$ cat src/laser_scan_grid_marker_defines.svh
// Assertion macros shared by the laser scan grid marker RTL.
// Depends on nothing; included by the files that check their own logic.
`ifndef LASER_SCAN_GRID_MARKER_DEFINES_SVH
`define LASER_SCAN_GRID_MARKER_DEFINES_SVH

// Same-cycle implication, checked outside reset.
`define LSGM_ASSERT_NOW(lbl, clk, rst, ante, cons, msg) \
   lbl: assert property (@(posedge clk) disable iff (rst) (ante) |-> (cons)) else $error(msg);

// Next-cycle implication, checked outside reset.
`define LSGM_ASSERT_NEXT(lbl, clk, rst, ante, cons, msg) \
   lbl: assert property (@(posedge clk) disable iff (rst) (ante) |=> (cons)) else $error(msg);

`endif

$ cat src/lsgm_pkg.sv
// Shared types, constants and the CORDIC arctangent table of the grid marker.
// Depends on nothing; imported by every module of the block.
package lsgm_pkg;

   localparam int GRID_WIDTH  = 256;
   localparam int GRID_HEIGHT = 256;
   localparam int MAX_BEAMS   = 2048;
   localparam int GRID_CELLS  = GRID_WIDTH * GRID_HEIGHT;
   localparam int ADDR_W      = (GRID_CELLS > 1) ? $clog2(GRID_CELLS) : 1;

   localparam int CORDIC_STEPS = 14;
   localparam int CORDIC_X0    = 19898;
   localparam int QUARTER      = 16384;
   localparam int CQ_W         = 18;   // cordic x/y/z width
   localparam int PROD_W       = 35;   // 17-bit range times 18-bit cos/sin
   localparam int NUM_W        = 21;   // coordinate in mm relative to origin
   localparam int DIV_W        = 20;   // dividend bits fed to the divider
   localparam int DIV_CNT_W    = $clog2(DIV_W);

   localparam logic [15:0] MAX_RANGE_RST = 16'd6000;
   localparam logic [9:0]  CELL_SIZE_RST = 10'd50;
   localparam logic [15:0] ORIGIN_RST    = 16'hEC78;   // -5000
   localparam logic [7:0]  MARK_RST      = 8'd100;
   localparam logic [7:0]  UNKNOWN_CELL  = 8'hFF;      // -1

   typedef enum logic [1:0] {
      CMD_CLEAR = 2'd0,
      CMD_BEAM  = 2'd1,
      CMD_READ  = 2'd2,
      CMD_NONE  = 2'd3
   } cmd_type;

   typedef enum logic [2:0] {
      REG_START_ANGLE = 3'd0,
      REG_ANGLE_STEP  = 3'd1,
      REG_MIN_RANGE   = 3'd2,
      REG_MAX_RANGE   = 3'd3,
      REG_CELL_SIZE   = 3'd4,
      REG_ORIGIN_X    = 3'd5,
      REG_ORIGIN_Y    = 3'd6,
      REG_MARK_VALUE  = 3'd7
   } reg_index_type;

   typedef enum logic [3:0] {
      ST_CLEAR,
      ST_IDLE,
      ST_DISPATCH,
      ST_CSTART,
      ST_CWAIT,
      ST_MULT,
      ST_SUB,
      ST_DIV,
      ST_PLACE,
      ST_READ,
      ST_READ_CAP,
      ST_RESP
   } state_type;

   typedef struct packed {
      logic load;          // latch request word, zero the result
      logic angle;         // form beam angle
      logic cordic_start;
      logic mult;
      logic sub;           // subtract origin, arm divider
      logic div_step;
      logic place;         // bounds check and mark
      logic read;
      logic read_cap;
      logic clear_step;
   } ctrl_type;

   typedef struct packed {
      cmd_type command;
      logic    reject;
      logic    cordic_done;
      logic    div_last;
      logic    clear_last;
   } status_type;

   function automatic logic signed [CQ_W-1:0] atan_units(input logic [3:0] idx);
      logic signed [CQ_W-1:0] v;
      case (idx)
         4'd0:    v = 18'sd8192;
         4'd1:    v = 18'sd4836;
         4'd2:    v = 18'sd2555;
         4'd3:    v = 18'sd1297;
         4'd4:    v = 18'sd651;
         4'd5:    v = 18'sd326;
         4'd6:    v = 18'sd163;
         4'd7:    v = 18'sd81;
         4'd8:    v = 18'sd41;
         4'd9:    v = 18'sd20;
         4'd10:   v = 18'sd10;
         4'd11:   v = 18'sd5;
         4'd12:   v = 18'sd3;
         4'd13:   v = 18'sd1;
         default: v = 18'sd0;
      endcase
      return v;
   endfunction

endpackage

$ cat src/lsgm_ctrl.sv
// Controller state machine: sequences clear sweeps, beams and reads.
// Depends on lsgm_pkg and laser_scan_grid_marker_defines.svh.
`include "laser_scan_grid_marker_defines.svh"
module lsgm_ctrl (
   input  logic                  clock,
   input  logic                  reset,
   input  logic                  start,
   output logic                  busy,
   output logic                  rsp_valid,
   input  lsgm_pkg::status_type  status,
   output lsgm_pkg::ctrl_type    ctrl
);
   import lsgm_pkg::*;

   state_type state_ff, state_in;
   logic      clear_rsp_ff, clear_rsp_in;
   logic      accept;

   assign accept = start && (state_ff == ST_IDLE);

   always_comb begin
      state_in     = state_ff;
      clear_rsp_in = clear_rsp_ff;
      case (state_ff)
         ST_CLEAR: begin
            if (status.clear_last) begin
               state_in = clear_rsp_ff ? ST_RESP : ST_IDLE;
            end
         end
         ST_IDLE: begin
            if (start) begin
               state_in = ST_DISPATCH;
            end
         end
         ST_DISPATCH: begin
            case (status.command)
               CMD_CLEAR: begin
                  state_in     = ST_CLEAR;
                  clear_rsp_in = 1'b1;
               end
               CMD_BEAM: state_in = status.reject ? ST_RESP : ST_CSTART;
               CMD_READ: state_in = ST_READ;
               default:  state_in = ST_RESP;
            endcase
         end
         ST_CSTART:   state_in = ST_CWAIT;
         ST_CWAIT:    state_in = status.cordic_done ? ST_MULT : ST_CWAIT;
         ST_MULT:     state_in = ST_SUB;
         ST_SUB:      state_in = ST_DIV;
         ST_DIV:      state_in = status.div_last ? ST_PLACE : ST_DIV;
         ST_PLACE:    state_in = ST_RESP;
         ST_READ:     state_in = ST_READ_CAP;
         ST_READ_CAP: state_in = ST_RESP;
         ST_RESP:     state_in = ST_IDLE;
         default:     state_in = ST_IDLE;
      endcase
   end

   always_comb begin
      ctrl              = '0;
      ctrl.load         = accept;
      ctrl.angle        = state_ff == ST_DISPATCH;
      ctrl.cordic_start = state_ff == ST_CSTART;
      ctrl.mult         = state_ff == ST_MULT;
      ctrl.sub          = state_ff == ST_SUB;
      ctrl.div_step     = state_ff == ST_DIV;
      ctrl.place        = state_ff == ST_PLACE;
      ctrl.read         = state_ff == ST_READ;
      ctrl.read_cap     = state_ff == ST_READ_CAP;
      ctrl.clear_step   = state_ff == ST_CLEAR;
      busy              = state_ff != ST_IDLE;
      rsp_valid         = state_ff == ST_RESP;
   end

   always_ff @(posedge clock) begin
      if (reset) begin
         state_ff     <= ST_CLEAR;
         clear_rsp_ff <= 1'b0;
      end else begin
         state_ff     <= state_in;
         clear_rsp_ff <= (state_ff == ST_IDLE) ? 1'b0 : clear_rsp_in;
      end
   end

   `LSGM_ASSERT_NEXT(a_accept_busy, clock, reset, accept, busy && !rsp_valid, "accepted word must go busy without a result")
   `LSGM_ASSERT_NEXT(a_strobe_once, clock, reset, rsp_valid, !rsp_valid && !busy, "result strobe must last one cycle")
   `LSGM_ASSERT_NOW(a_one_write_src, clock, reset, ctrl.clear_step, !ctrl.place && !ctrl.read, "clear sweep overlaps another memory access")
   `LSGM_ASSERT_NEXT(a_div_exit, clock, reset, (state_ff == ST_DIV) && status.div_last, ctrl.place, "divider finish must lead to placement")

endmodule

$ cat config.mk
export PLATFORM = sky130hd
export DESIGN_NAME = lsgm_ctrl
export DESIGN_NICKNAME = d
export VERILOG_FILES = /design/src/lsgm_pkg.sv /design/src/lsgm_ctrl.sv
export VERILOG_INCLUDE_DIRS = /design/src /design/src/src
export SDC_FILE = /design/constraint.sdc
export NUM_CORES = 1
export LEC_CHECK = 0
export ABC_CLOCK_PERIOD_IN_PS = 1900
export BUFFER_PORTS_ARGS = -buffer_cell sky130_fd_sc_hd__buf_2
export CAP_MARGIN = 10
export CORE_UTILIZATION = 35
export DETAILED_ROUTE_END_ITERATION = 10
export PLACE_DENSITY_LB_ADDON = 0.15
export SLEW_MARGIN = 15
export SYNTH_ARGS = -nofsm -noshare
export SYNTH_HDL_FRONTEND = slang
export SYNTH_SLANG_ARGS = --single-unit
$ cat constraint.sdc
create_clock -name clock -period 1.9 [get_ports clock]
set_input_delay 0.095 -clock clock [delete_from_list [all_inputs] [get_ports clock]]
set_output_delay 0.095 -clock clock [all_outputs]
set_load 0.005 [all_outputs]
==> out/qor.yml, run 1 <==
hold_depth: 2
finalHoldViolCount: 0
die_w_microns: 38.6
cts_setup_buffers: 0
antenna_cells: 0
grt_pass1_vias: 402
drtPass1Iterations: 4
grt_max_degree: 16
wl_per_cell_microns: 11.1
rrSetupSlack_ns: 0.48
hp-start: "reset"
hpwl_microns: 828
startpoint_type: "flip-flop"
rsz0062_at_grt: "no"
slew_viol_final: 0
die_area_sq_um: 1490
cts_inserted_buffers: 3
endpoint: "ctrl[9]"
yosysSeqAreaShare: 0.213
insertion_delay_ns: 0.24
setup_tns_ns: 0
post_cts_resized: 0
relSlewSlack: 0.657
grt_first_pass_wirelength_microns: 1780
vias: 517
wl_microns: 1120
ir_drop_uv: 516
grt_usage: 0.175
htree_num_levels: 1
drt-initial-drc-count: 4
synth_cells: 66
period_minus_slack_ns: 1.52
avgSynthCellArea_sq_um: 7.11
ys_ff_latch: 5
rows: 12
p_leak_nw: 0.257
cts_tree: "done"
via_per_inst: 5.12
ant_nets: 0
path_clk_slew_ns: 0.05
r2r_start: "state_ff[1]"
synth_nets: 75
antenna_found_initial: 0
grt.overflow.total: 0
drive_gt1_frac: 0.345
status: "finished, final reports clean"
synth.distinct_cells: 29
drc: 0
dpl_cell_area_sq_um: 564
criticalPathCategory: "flip-flop to output port"
clockRootBuffer: "clkbuf_4"
synth_warnings: 0
clock_sinks: 5
worst_slew_pin_slew_ns: 0.514
hp-class: "input pin to flip-flop"
ios: 21
worstPathArrival_ns: 1.42
gp_congestion: 0.763
maxCapViolations: 0
nNetsFinal: 97
final_area_sq_um: 591
startpoint: "state_ff[0]"
end_kind: "output port"
required_ns: 1.80
start_util: 0.401
clockBufferDepth: 2
cp_max_fo: 9
setup_violations: 0
port_buffers: 20
r2r_cells: 4
placeableCoreArea_sq_um: 1170
skew_ns: 0.00657
area_growth_pct: 25.9
min_period_over_period: 0.800
hold_buffers: 0
fmax_mhz: 658
r2r-end: "state_ff[3]"
synth_area_sq_um: 469
die_h_microns: 38.6
powerDensity_nw_per_um2: 751
==> worst min path at each step <==
| stage | end |
|---|---|
| 3_5_place_dp | state_ff[0] |
| 2_1_floorplan | state_ff[0] |
| 5_1_grt | state_ff[0] |
| 6_report | state_ff[0] |
| 3_3_place_gp | state_ff[0] |
| 4_1_cts | state_ff[0] |
==> metal layers <==
| metal | wire length, microns | GRT usage |
|---|---|---|
| met1 | 568 | 0.246 |
| met2 | 514 | 0.254 |
| met3 | 35 | 0.0520 |
| met4 | 0 | 0.0517 |
| met5 | 0 | 0 |
==> cell families after synthesis <==
family,share of synthesized area
flip-flops,0.213
multiplexers,0.0240
AND/OR/NAND/NOR,0.443
XOR/XNOR,0.0187
AO/OA/AOI/OAI,0.197
buffers and inverters,0.104
==> worst max-delay path, cell delays in order (launching register included) <==
cell and delay, ns:
dfxtp_1 0.50, buf_4 0.21, nor2b_1 0.20, and3_1 0.17, buf_2 0.10
==> synth_stat cells, drive strengths merged <==
cell	n	area share
o22ai	1	0.013
nand2b	2	0.043
dfxtp	5	0.21
nor3	7	0.085
buf	6	0.096
a311oi	1	0.019
a22oi	1	0.027
and3	1	0.013
nor4	3	0.040
nor2b	3	0.040
or2b	1	0.016
a21oi	3	0.032
o21ai	2	0.021
o2bb2ai	1	0.019
o21a	2	0.032
nor2	13	0.10
xnor2	1	0.019
o31a	1	0.019
nor3b	3	0.048
nand2	6	0.053
mux2	1	0.024
inv	1	0.0080
a211oi	1	0.016
==> flip-flops by register name, indices dropped and copies added, names as in the netlist <==
| signal | cells |
|---|---|
| state_ff | 4 |
| clear_rsp_ff | 1 |
==> where the power goes <==
group	switching, W	total (W)	leakage, nW	internal, W
clock network	0.0000444	0.000124	0.0150	0.0000795
logic	0.0000802	0.000170	0.201	0.0000893
registers	0.0000337	0.000150	0.0407	0.000117
total	0.000158	0.000444	0.257	0.000285
==> layout by cell type (no fill, tap or decap) <==
cell       netlist  final
o2bb2ai_1        1      1
xnor2_1          1      1
a22oi_2          1      1
inv_1            1      1
mux2_1           1      1
nor2_1          13     13
or2b_1           1      1
o22ai_1          1      1
nand2b_4         1      1
dfxtp_1          5      5
o21a_1           2      2
buf_4            1      3
nor3_1           6      6
buf_2            3     20
clkbuf_4         0      3
a311oi_1         1      1
and3_1           1      1
nor3_2           1      1
o31a_1           1      1
nor4_1           3      3
nand2b_1         1      1
nand2_1          5      5
a21oi_1          3      3
a211oi_1         1      1
nor2b_1          3      3
o21ai_0          1      1
o21ai_1          1      1
clkbuf_1         0      1
nor3b_1          3      3
nand2_2          1      1
==> final cells by class <==
type,count,area (sq um)
clock buffers,4,26.3
fillers,131,581
flip-flops and latches,5,100
well taps,14,17.5
multi-input cells,54,320
inverters,1,3.75
repair buffers,23,123
==> per-stage QoR <==
stage	utilization	total power [W]	setup WS [ns]	cells	hold WS, ns
after floorplan	-	0.000278	0.665	66	0.167
after global placement	0.482	0.000322	0.516	97	0.320
after detailed placement	0.482	0.000320	0.483	97	0.334
after CTS	0.504	0.000446	0.376	101	0.0770
after global routing	0.504	0.000480	0.242	101	0.0903
final	0.504	0.000444	0.381	101	0.0821
Power figures use the tool's default switching activity.
==> run 2, diff against run 1 <==
- ABC_CLOCK_PERIOD_IN_PS: 1900 -> 1500
- clock period: 1.9 -> 1.5 ns (I/O delays scaled with it)
==> out/qor.yml, run 2 (synthesized netlist as in run 1, its figures left out) <==
grt_usage: 0.158  # -0.0166
crit_buf_inv: 2  # unchanged
drt-initial-drc-count: 4  # unchanged
drive_gt1_frac: 0.427  # +0.0821
fmax_mhz: 725
place_inst: 99  # +2.1%
min_period_over_period: 0.919
path_clk_slew_ns: 0.04  # about the same
rows: 12  # unchanged
drc: 0  # unchanged
clock_sinks: 5  # unchanged
layout_commonest_cell: "buf_2"
worstPathArrival_ns: 1.30  # -0.12 ns
finalNonFillerCells: 103  # +2.0%
ant_nets: 0  # unchanged
relSlewSlack: 0.816  # +0.159
criticalPathCategory: "flip-flop to output port"
setup_slack_ns: 0.122  # -0.259 ns
period_minus_slack_ns: 1.38
vias: 515  # -0.39%
pre_cts_ws_ns: 0.146  # -0.336 ns
setup_tns_ns: 0  # unchanged
largest_register_ff_count: 4  # unchanged
required_ns: 1.42  # -0.38 ns
rsz0062_at_grt: "no"
cp_slowest_cell: "dfxtp_2"
wl_per_cell_microns: 10.9  # -1.6%
port_buffers: 20  # unchanged
hp-class: "input pin to flip-flop"
insertion_delay_ns: 0.25  # about the same
hpwl_microns: 842  # +1.7%
clockBufferDepth: 2  # unchanged
worst_slew_pin_slew_ns: 0.274  # -0.239 ns
slew_viol_final: 0  # unchanged
powerDensity_nw_per_um2: 955  # +27%
area_growth_pct: 33.9
cts_inserted_buffers: 3  # unchanged
antenna_found_initial: 0  # unchanged
drtPass1Iterations: 2  # -2
skew_ns: 0.00399  # -0.00258 ns
cp_max_fo: 9  # unchanged
cts_tree: "done"
start_util: 0.401  # unchanged
layout_common_cells: "buf_2, nor2_1, nor3_1"
placeableCoreArea_sq_um: 1170  # unchanged
startpoint_type: "flip-flop"
cp_top_family: "simple AND/OR/NAND/NOR gates"
cts_setup_buffers: 0  # unchanged
die_h_microns: 38.6  # unchanged
antenna_cells: 0  # unchanged
worstPathCellList: "buf_6 -> or2b_4 -> nor3b_2 -> buf_2"
top_register: "state_ff"
grt_pass1_vias: 385  # -4.2%
setup_violations: 0  # unchanged
via_per_inst: 5.00  # -2.3%
status: "finished, final reports clean"
maxCapViolations: 0  # unchanged
gp_congestion: 0.730  # -4.3%
wl_microns: 1120  # +0.36%
die_area_sq_um: 1490  # unchanged
grt_max_degree: 17  # +1
grt.overflow.total: 0  # unchanged
end_kind: "output port"
grt_first_pass_wirelength_microns: 1630  # -8.5%
cpPeakStageDelay_ns: 0.34  # -0.16 ns
htree_num_levels: 1  # unchanged
n_fill_cell: 126  # -3.8%
nNetsFinal: 99  # +2.1%
p_leak_nw: 0.274  # +6.7%
clockRootBuffer: "clkbuf_4"
die_w_microns: 38.6  # unchanged
reg_top3: "state_ff: 4 flops, clear_rsp_ff: 1 flops"
finalHoldViolCount: 0  # unchanged
ir_drop_uv: 514  # -0.47%
ios: 21  # unchanged
[run 2: changes by cell type in the layout (fill, tap and decap cells not counted), sizes merged]
cell,before,now
buf,23,25
[run 2: area by class of cell]
class	instances	area, sq um	area share
multi-input cells	54	335	0.534
repair buffers	25	141	0.225
well taps	14	17.5	0.0279
flip-flops and latches	5	104	0.165
inverters	1	3.75	0.00598
clock buffers	4	26.3	0.0418
[run 2: where the power goes]
| part | total [W] | leakage (nW) | internal, W | switching (W) |
|---|---|---|---|---|
| Clock | 0.000157 | 0.0150 | 0.000101 | 0.0000563 |
| Combinational | 0.000267 | 0.217 | 0.000140 | 0.000126 |
| Sequential | 0.000176 | 0.0419 | 0.000151 | 0.0000257 |
| Total | 0.000600 | 0.274 | 0.000392 | 0.000208 |
[run 2: what timing repair did]
item,in CTS,in global routing
resized for setup,0,7
hold buffers,0,0
endpoints found under the setup margin,0,4
[run 2: path summary, 6_finish.rpt]
path,slack (ns),end,cells after the start,from
worst min register to register,0.56,clear_rsp_ff,2,clear_rsp_ff
worst max register to register,0.27,state_ff[3],5,state_ff[1]
worst min-delay path,0.05,state_ff[0],2,reset
worst max-delay path,0.12,ctrl[6],4,state_ff[0]
[run 2: through the flow]
step                utilization  area, sq um  total power, W  hold slack, ns
global route              0.536          628        0.000652          0.0425
global placement          0.495          579        0.000423           0.296
finish                    0.536          628        0.000600          0.0454
CTS                       0.517          606        0.000586          0.0401
floorplan                     -          469        0.000352           0.147
detailed placement        0.495          579        0.000423           0.303
[run 2: metal layers]
layer  up-vias  GRT usage  wire length, microns
li1        276          -                     -
met1       228      0.215                   556
met2        11      0.233                   511
met3         0     0.0694                    54
met4         0     0.0259                     0
met5         -          0                     0
==> run 3, diff against run 2 <==
- HOLD_SLACK_MARGIN: unset -> 0.05
- REMOVE_ABC_BUFFERS: unset -> 1
==> out/qor.yml, run 3 (synthesized netlist as in run 1, its figures left out) <==
finalHoldViolCount: 0  # unchanged
layout_commonest_cell: "buf_2"
cts_inserted_buffers: 3  # unchanged
hp-class: "input pin to flip-flop"
ios: 21  # unchanged
worstPathCellList: "or2b_1 -> nor3b_1 -> buf_2"
drive_gt1_frac: 0.378  # -0.0492
criticalPathCategory: "flip-flop to output port"
pre_cts_ws_ns: 0.122  # -0.0248 ns
grt_max_degree: 16  # -1
place_inst: 99  # unchanged
cpPeakStageDelay_ns: 0.42  # +0.08 ns
rsz0062_at_grt: "no"
clock_sinks: 5  # unchanged
p_leak_nw: 0.273  # -0.50%
die_area_sq_um: 1490  # unchanged
grt_usage: 0.173  # +0.0142
grt_first_pass_wirelength_microns: 1800  # +11%
hold-worst-slack_ns: 0.138  # +0.0921 ns
drt-initial-drc-count: 2  # -2
worstPathArrival_ns: 1.32  # +0.02 ns
startpoint_type: "flip-flop"
required_ns: 1.42  # about the same
nNetsFinal: 100  # +1.0%
ant_nets: 0  # unchanged
top_register: "state_ff"
cp_slowest_cell: "dfxtp_2"
die_w_microns: 38.6  # unchanged
crit_buf_inv: 1  # -1
via_per_inst: 5.08  # +1.5%
antenna_found_initial: 0  # unchanged
hpwl_microns: 904  # +7.4%
setup_slack_ns: 0.102  # -0.0199 ns
reg_top3: "state_ff: 4 flops, clear_rsp_ff: 1 flops"
area_growth_pct: 31.7
final-seq-area_sq_um: 103  # -1.2%
path_clk_slew_ns: 0.04  # about the same
port_buffers: 20  # unchanged
setup_tns_ns: 0  # unchanged
status: "finished, final reports clean"
htree_num_levels: 1  # unchanged
period_minus_slack_ns: 1.40  # +0.0199 ns
drtPass1Iterations: 2  # unchanged
rows: 12  # unchanged
cp_top_family: "simple AND/OR/NAND/NOR gates"
ir_drop_uv: 485  # -5.6%
slew_viol_final: 0  # unchanged
wl_per_cell_microns: 11.3  # +3.7%
cts_tree: "done"
layout_common_cells: "buf_2, nor2_1, nor3_1"
finalNonFillerCells: 104  # +0.97%
insertion_delay_ns: 0.24  # about the same
grt.overflow.total: 0  # unchanged
placeableCoreArea_sq_um: 1170  # unchanged
antenna_cells: 0  # unchanged
die_h_microns: 38.6  # unchanged
skew_ns: 0.000509  # -0.00348 ns
cp_max_fo: 8  # -1
end_kind: "output port"
rrSetupSlack_ns: 0.17  # -0.10 ns
multi_input_area_sq_um: 320  # -4.5%
clockRootBuffer: "clkbuf_4"
largest_register_ff_count: 4  # unchanged
vias: 528  # +2.5%
n_fill_cell: 124  # -1.6%
fmax_mhz: 715  # -1.4%
gp_congestion: 0.805  # +10%
start_util: 0.401  # unchanged
cts_setup_buffers: 0  # unchanged
worst_slew_pin_slew_ns: 0.293  # +0.0187 ns
wl_microns: 1180  # +4.7%
min_period_over_period: 0.932  # +0.0133
relSlewSlack: 0.803  # -0.0129
grt_pass1_vias: 417  # +8.3%
clockBufferDepth: 2  # unchanged
drc: 0  # unchanged
powerDensity_nw_per_um2: 929  # -2.8%
setup_violations: 0  # unchanged
maxCapViolations: 0  # unchanged
[run 3: worst paths after layout]
check | from | end | depth (start not counted)
setup reg to reg | state_ff[1] | state_ff[3] | 5
hold / removal | status[0] | state_ff[0] | 3
setup / recovery | state_ff[0] | ctrl[6] | 3
hold reg to reg | clear_rsp_ff | clear_rsp_ff | 2
[run 3: what timing repair did]
item / in CTS / in global routing
resized for setup: 1 / 1
hold endpoints to repair: 1 / 0
hold buffers: 1 / 0
setup endpoints to repair: 2 / 3
[run 3: power by group]
| group | internal, W | total (W) | switching [W] | leakage [nW] |
|---|---|---|---|---|
| Clock | 0.000101 | 0.000155 | 0.0000545 | 0.0150 |
| Combinational | 0.000122 | 0.000235 | 0.000114 | 0.216 |
| Sequential | 0.000150 | 0.000184 | 0.0000339 | 0.0415 |
| Total | 0.000372 | 0.000574 | 0.000202 | 0.273 |
[run 3: routing by layer]
metal  global-route usage  wire length (microns)  vias to the layer above
li1                     -                      -                      283
met1                0.232                    595                      227
met2                0.288                    532                       18
met3               0.0173                     47                        0
met4               0.0517                      0                        0
met5                    0                      0                        -
[run 3: metrics by stage]
stage,cell area [sq um],total power [W],utilization
6_report,618,0.000574,0.528
5_1_grt,618,0.000615,0.528
4_1_cts,617,0.000579,0.527
3_5_place_dp,579,0.000416,0.495
3_3_place_gp,579,0.000417,0.495
2_1_floorplan,424,0.000321,-
[run 3: cell type report]
cell class	count	area share
Multi-Input combinational cell	54	0.518
Timing Repair Buffer	26	0.239
Sequential cell	5	0.166
Clock buffer	4	0.0425
Tap cell	14	0.0283
Inverter	1	0.00607
[run 3: worst min-delay path: stages]
cell and delay (ns):
buf_2 0.10, nor2b_1 0.10, a311oi_1 0.06
